`src/rtl/core/vrl_pkg.sv`:
```
// Shared types, codes and helpers of the variable-length record log ring.
package vrl_pkg;

  localparam int unsigned HdrBytes     = 16;
  localparam int unsigned TruncMarkLen = 11;

  localparam logic [0:0] FUNC_STORE = 1'b0;
  localparam logic [0:0] FUNC_READ  = 1'b1;

  localparam logic [0:0] CFG_DEFAULT_LEVEL = 1'b0;
  localparam logic [0:0] CFG_SUPPRESS      = 1'b1;

  localparam logic [2:0] ST_STORED     = 3'd0;
  localparam logic [2:0] ST_TRUNCATED  = 3'd1;
  localparam logic [2:0] ST_NO_SPACE   = 3'd2;
  localparam logic [2:0] ST_EMPTY_CONT = 3'd3;
  localparam logic [2:0] ST_SUPPRESSED = 3'd4;
  localparam logic [2:0] ST_READ       = 3'd5;
  localparam logic [2:0] ST_NOTHING    = 3'd6;

  typedef enum logic [3:0] {
    S_IDLE,
    S_MAKE,
    S_PLACE,
    S_WRITE,
    S_RD0,
    S_RD1,
    S_F0,
    S_F1,
    S_F2,
    S_OUT
  } state_e;

  typedef struct packed {
    logic [2:0]  status;
    logic [13:0] offset;
    logic [14:0] record_len;
    logic [9:0]  text_bytes;
    logic [9:0]  dict_bytes;
    logic [7:0]  facility;
    logic [2:0]  level;
    logic [4:0]  flags;
    logic [63:0] seq;
    logic [63:0] dropped;
    logic        wrap;
  } res_t;

  function automatic res_t fill_hdr(input res_t r, input logic [63:0] h);
    res_t o;
    o            = r;
    o.record_len = h[14:0];
    o.text_bytes = h[25:16];
    o.dict_bytes = h[41:32];
    o.facility   = h[55:48];
    o.flags      = h[60:56];
    o.level      = h[63:61];
    return o;
  endfunction

endpackage

```
`src/rtl/core/vrl_space.sv`:
```
// Free-space check: contiguous free run against record size plus a spare header.
module vrl_space #(
  parameter int unsigned BUF_BYTES = 16384,
  parameter int unsigned OFF_W     = 15,
  parameter int unsigned SZ_W      = 16
) (
  input  logic [OFF_W-1:0] write_off_i,
  input  logic [OFF_W-1:0] oldest_off_i,
  input  logic [SZ_W-1:0]  size_i,
  input  logic             empty_i,
  output logic             ok_o
);
  import vrl_pkg::*;

  logic [OFF_W-1:0] tail;
  logic [OFF_W-1:0] free_b;
  logic [SZ_W:0]    need;

  always_comb begin
    tail = OFF_W'(BUF_BYTES) - write_off_i;
    if (write_off_i > oldest_off_i || empty_i) begin
      free_b = (tail > oldest_off_i) ? tail : oldest_off_i;
    end else begin
      free_b = oldest_off_i - write_off_i;
    end
    need = (SZ_W+1)'(size_i) + (SZ_W+1)'(HdrBytes);
    ok_o = (SZ_W+1)'(free_b) >= need;
  end

endmodule

```
`config.mk`:
```
export PLATFORM = sky130hd
export DESIGN_NAME = vrl_space
export DESIGN_NICKNAME = d
export VERILOG_FILES = /design/src/rtl/core/vrl_pkg.sv /design/src/rtl/core/vrl_space.sv
export SDC_FILE = /design/constraint.sdc
export NUM_CORES = 1
export LEC_CHECK = 0
export ABC_CLOCK_PERIOD_IN_PS = 8100
export BUFFER_PORTS_ARGS = -buffer_cell sky130_fd_sc_hd__buf_2
export CAP_MARGIN = 20
export CORE_UTILIZATION = 45
export DETAILED_ROUTE_END_ITERATION = 12
export GPL_TIMING_DRIVEN = 0
export PLACE_DENSITY_LB_ADDON = 0.15
export SETUP_SLACK_MARGIN = 0.02
export SLEW_MARGIN = 20
export SYNTH_ARGS = -nofsm -noshare
export SYNTH_HDL_FRONTEND = slang
export SYNTH_SLANG_ARGS = --single-unit
```
`constraint.sdc`:
```
create_clock -name vclk -period 8.1
set_input_delay 0.81 -clock vclk [all_inputs]
set_output_delay 0.81 -clock vclk [all_outputs]
set_load 0.02 [all_outputs]
```
==> run_results.csv <==
group,metric,value,unit
pwr,p_int,0.00007451,W
sta,finalCritPeriodShare,0.7661,
sta,final.min_clock_period,6.206,ns
layout,layout_commonest_cell,"buf_2",
clocking,post_cts_buffers,0,
routing,avgRoutedWirePerCell,12.83,um
clocking,ctsResizeCount,0,
placement,dp_hpwl,4520,um
floorplanning,core_area,4414,sq um
routing,ant_nets,0,
layout,final_cell_mix,"buf_2 (49), ha_1 (47), inv_1 (38)",
layout,fin_nets,449,
grt,grt_remaining_overflow,0,
pwr,ir_worst_vdd,0.02817,mV
routing,first_iter_violations,85,
sta,fin_setup_tns,0,ns
setup_path,path_cells,"buf_2 > nor4_2 > nand2_1 > or4_4 > nor4_4 > xnor2_1 > ha_1 > and4_1 > and3_1 > o31ai_1 > a22oi_1 > clkbuf_1 > nor3_1 > a221o_1 > ha_1 > nand2b_1 > a21oi_1 > nor2b_1 > o21ai_0 > a21oi_1 > o31ai_1 > a31oi_1 > buf_2",
floorplanning,die_x,70.45,um
layout,drive_gt1_frac,0.1563,
routing,drt_wl_total,5182,um
synthesis,ys_seq_area_frac,0,
pwr,power.net_switching,0.00009853,W
layout,syn_to_final_growth,14.48,%
setup_path,crit_fanout,10,
grt,grt_pass1_vias,1966,
synthesis,syn_nets,399,
setup_path,cpMaxStageDelayCell,"or4_4",
synthesis,ys_warn_count,0,
layout,final_cells,404,
grt,grt_usage,0.2100,
clocking,holdBufCountCts,0,
sta,hold_viol,0,
routing,dr.pass1.iters,4,
floorplanning,num_rows,24,
floorplanning,die-height,70.45,um
setup_path,end_kind,"output pin",
flow_run,drv_cap,0,
floorplanning,ios,48,
layout,clock_buffers,0,
grt,grt_max_degree,11,
placement,dp_cells,404,
setup_path,critPathKind,"in -> out",
layout,flops_and_latches,0,
pwr,seqPwrFrac,0,
setup_path,crit_required,7.29,ns
setup_path,cp-start-kind,"input port",
synthesis,syn_area_per_cell,6.935,sq um
sta,worst_pin_slew,0.5402,ns
grt,grt_pass1_wl,8659,um
sta,slew_headroom,0.6398,
outcome,status,"complete, no violations",
sta,maxSlewViolCount,0,
routing,vias,2194,
synthesis,synth_cell_types,42,
pwr,p_clk_frac,0,
routing,drc,0,
sta,grt_setup_unrepaired,"false",
placement,place_congestion,0.8440,
pwr,sw_frac_of_total,0.5694,
pwr,p_per_area,71.70,nW/um^2
floorplanning,start_util,0.4776,
grt,antenna_found_initial,0,
synthesis,synth_cells,304,
synthesis,syn-cell-area,2108,sq um
pwr,power_leakage,1.234,nW
placement,portBuffers,48,
setup_path,slowest_delay,0.47,ns
layout,area.sequential,0,sq um
routing,viasPerCell,5.431,
sta,setup_viol,0,
pwr,comb_power_share,1.000,
setup_path,arrival,5.40,ns
floorplanning,dieArea,4963,sq um
sta,max_freq,0.1611,GHz
layout,antenna_cells,0,
min_path,hold_class,"in -> out",
final timing paths:
kind                            from   end  slack [ns]  cells after the start
worst max-delay path  write_off_i[4]  ok_o        1.89                     23
worst min-delay path      size_i[15]  ok_o        2.09                      5
layer usage:
metal	part of all wire	routed length, um	track usage	vias to the layer above
met5	0	0	0	-
met4	0.0062	32	0.02222	0
met3	0.043	222	0	4
met2	0.43	2244	0.3344	60
met1	0.52	2682	0.3233	951
li1	-	-	-	1179
cells by family (layout without fill, tap and decap cells):
group | Yosys count | in the layout | synth area share
fa+ha+maj | 48 | 48 | 0.2884
xor+xnor | 34 | 34 | 0.1412
mux | 5 | 5 | 0.02374
compound gates | 81 | 81 | 0.2410
simple gates | 91 | 91 | 0.2231
buf+inv | 45 | 93 | 0.08249
cell usage after synthesis (2+ instances only):
cell,count,area [sq um]
a31oi_1,3,18.77
o2111ai_1,2,17.52
a21oi_1,33,165.2
o31ai_1,2,15.01
a221oi_1,2,17.52
and3_1,8,50.05
a221o_1,2,20.02
ha_1,47,588.1
o21a_1,2,15.01
nand4_1,4,25.02
nor4_1,2,12.51
nor2b_1,3,18.77
mux2i_1,5,50.05
xnor2_1,23,201.4
inv_1,38,142.6
xor2_1,11,96.34
a211oi_1,7,52.55
o21ai_1,9,45.04
clkbuf_1,5,18.77
a21o_1,6,45.04
nor2_1,28,105.1
o21ai_0,7,35.03
nand3_1,10,50.05
nand2_1,18,67.56
nor3_1,5,25.02
nand2b_1,6,37.54
cell type report:
type	instances	area [sq um]
Timing Repair Buffer	48	240.2
Multi-Input combinational cell	259	1934
Buffer	7	31.28
Inverter	38	142.6
Fill cell	443	2001
Tap cell	52	65.06
power by group through the flow:
stage	sequential, W	clock [W]	combinational, W
2_1_floorplan	0	0	0.000123
3_3_place_gp	0	0	0.000170
3_5_place_dp	0	0	0.000172
4_1_cts	0	0	0.000173
5_1_grt	0	0	0.000197
6_report	0	0	0.000173
metrics by stage:
stage                     instance area, sq um  worst slack (ns)  power [W]  utilization  hold WS [ns]
after floorplan                           2108             2.649  0.0001228            -         1.868
after global placement                    2414             1.985  0.0001704       0.5468         2.085
after detailed placement                  2414             1.944  0.0001719       0.5468         2.082
after CTS                                 2414             1.933  0.0001730       0.5468         2.084
after global routing                      2414             1.534  0.0001975       0.5468         2.123
final                                     2414             1.894  0.0001730       0.5468         2.085
critical path, delay by kind of cell:
kind                       cells  cell delay [ns]
and+or+nand+nor                9             1.78
AOI/OAI and AO/OA              8             1.34
buffers and inverters          3             0.75
adders and majority gates      2             0.58
xor gates and xnor gates       1             0.13
Note: power is estimated with default switching activity, not from simulation.
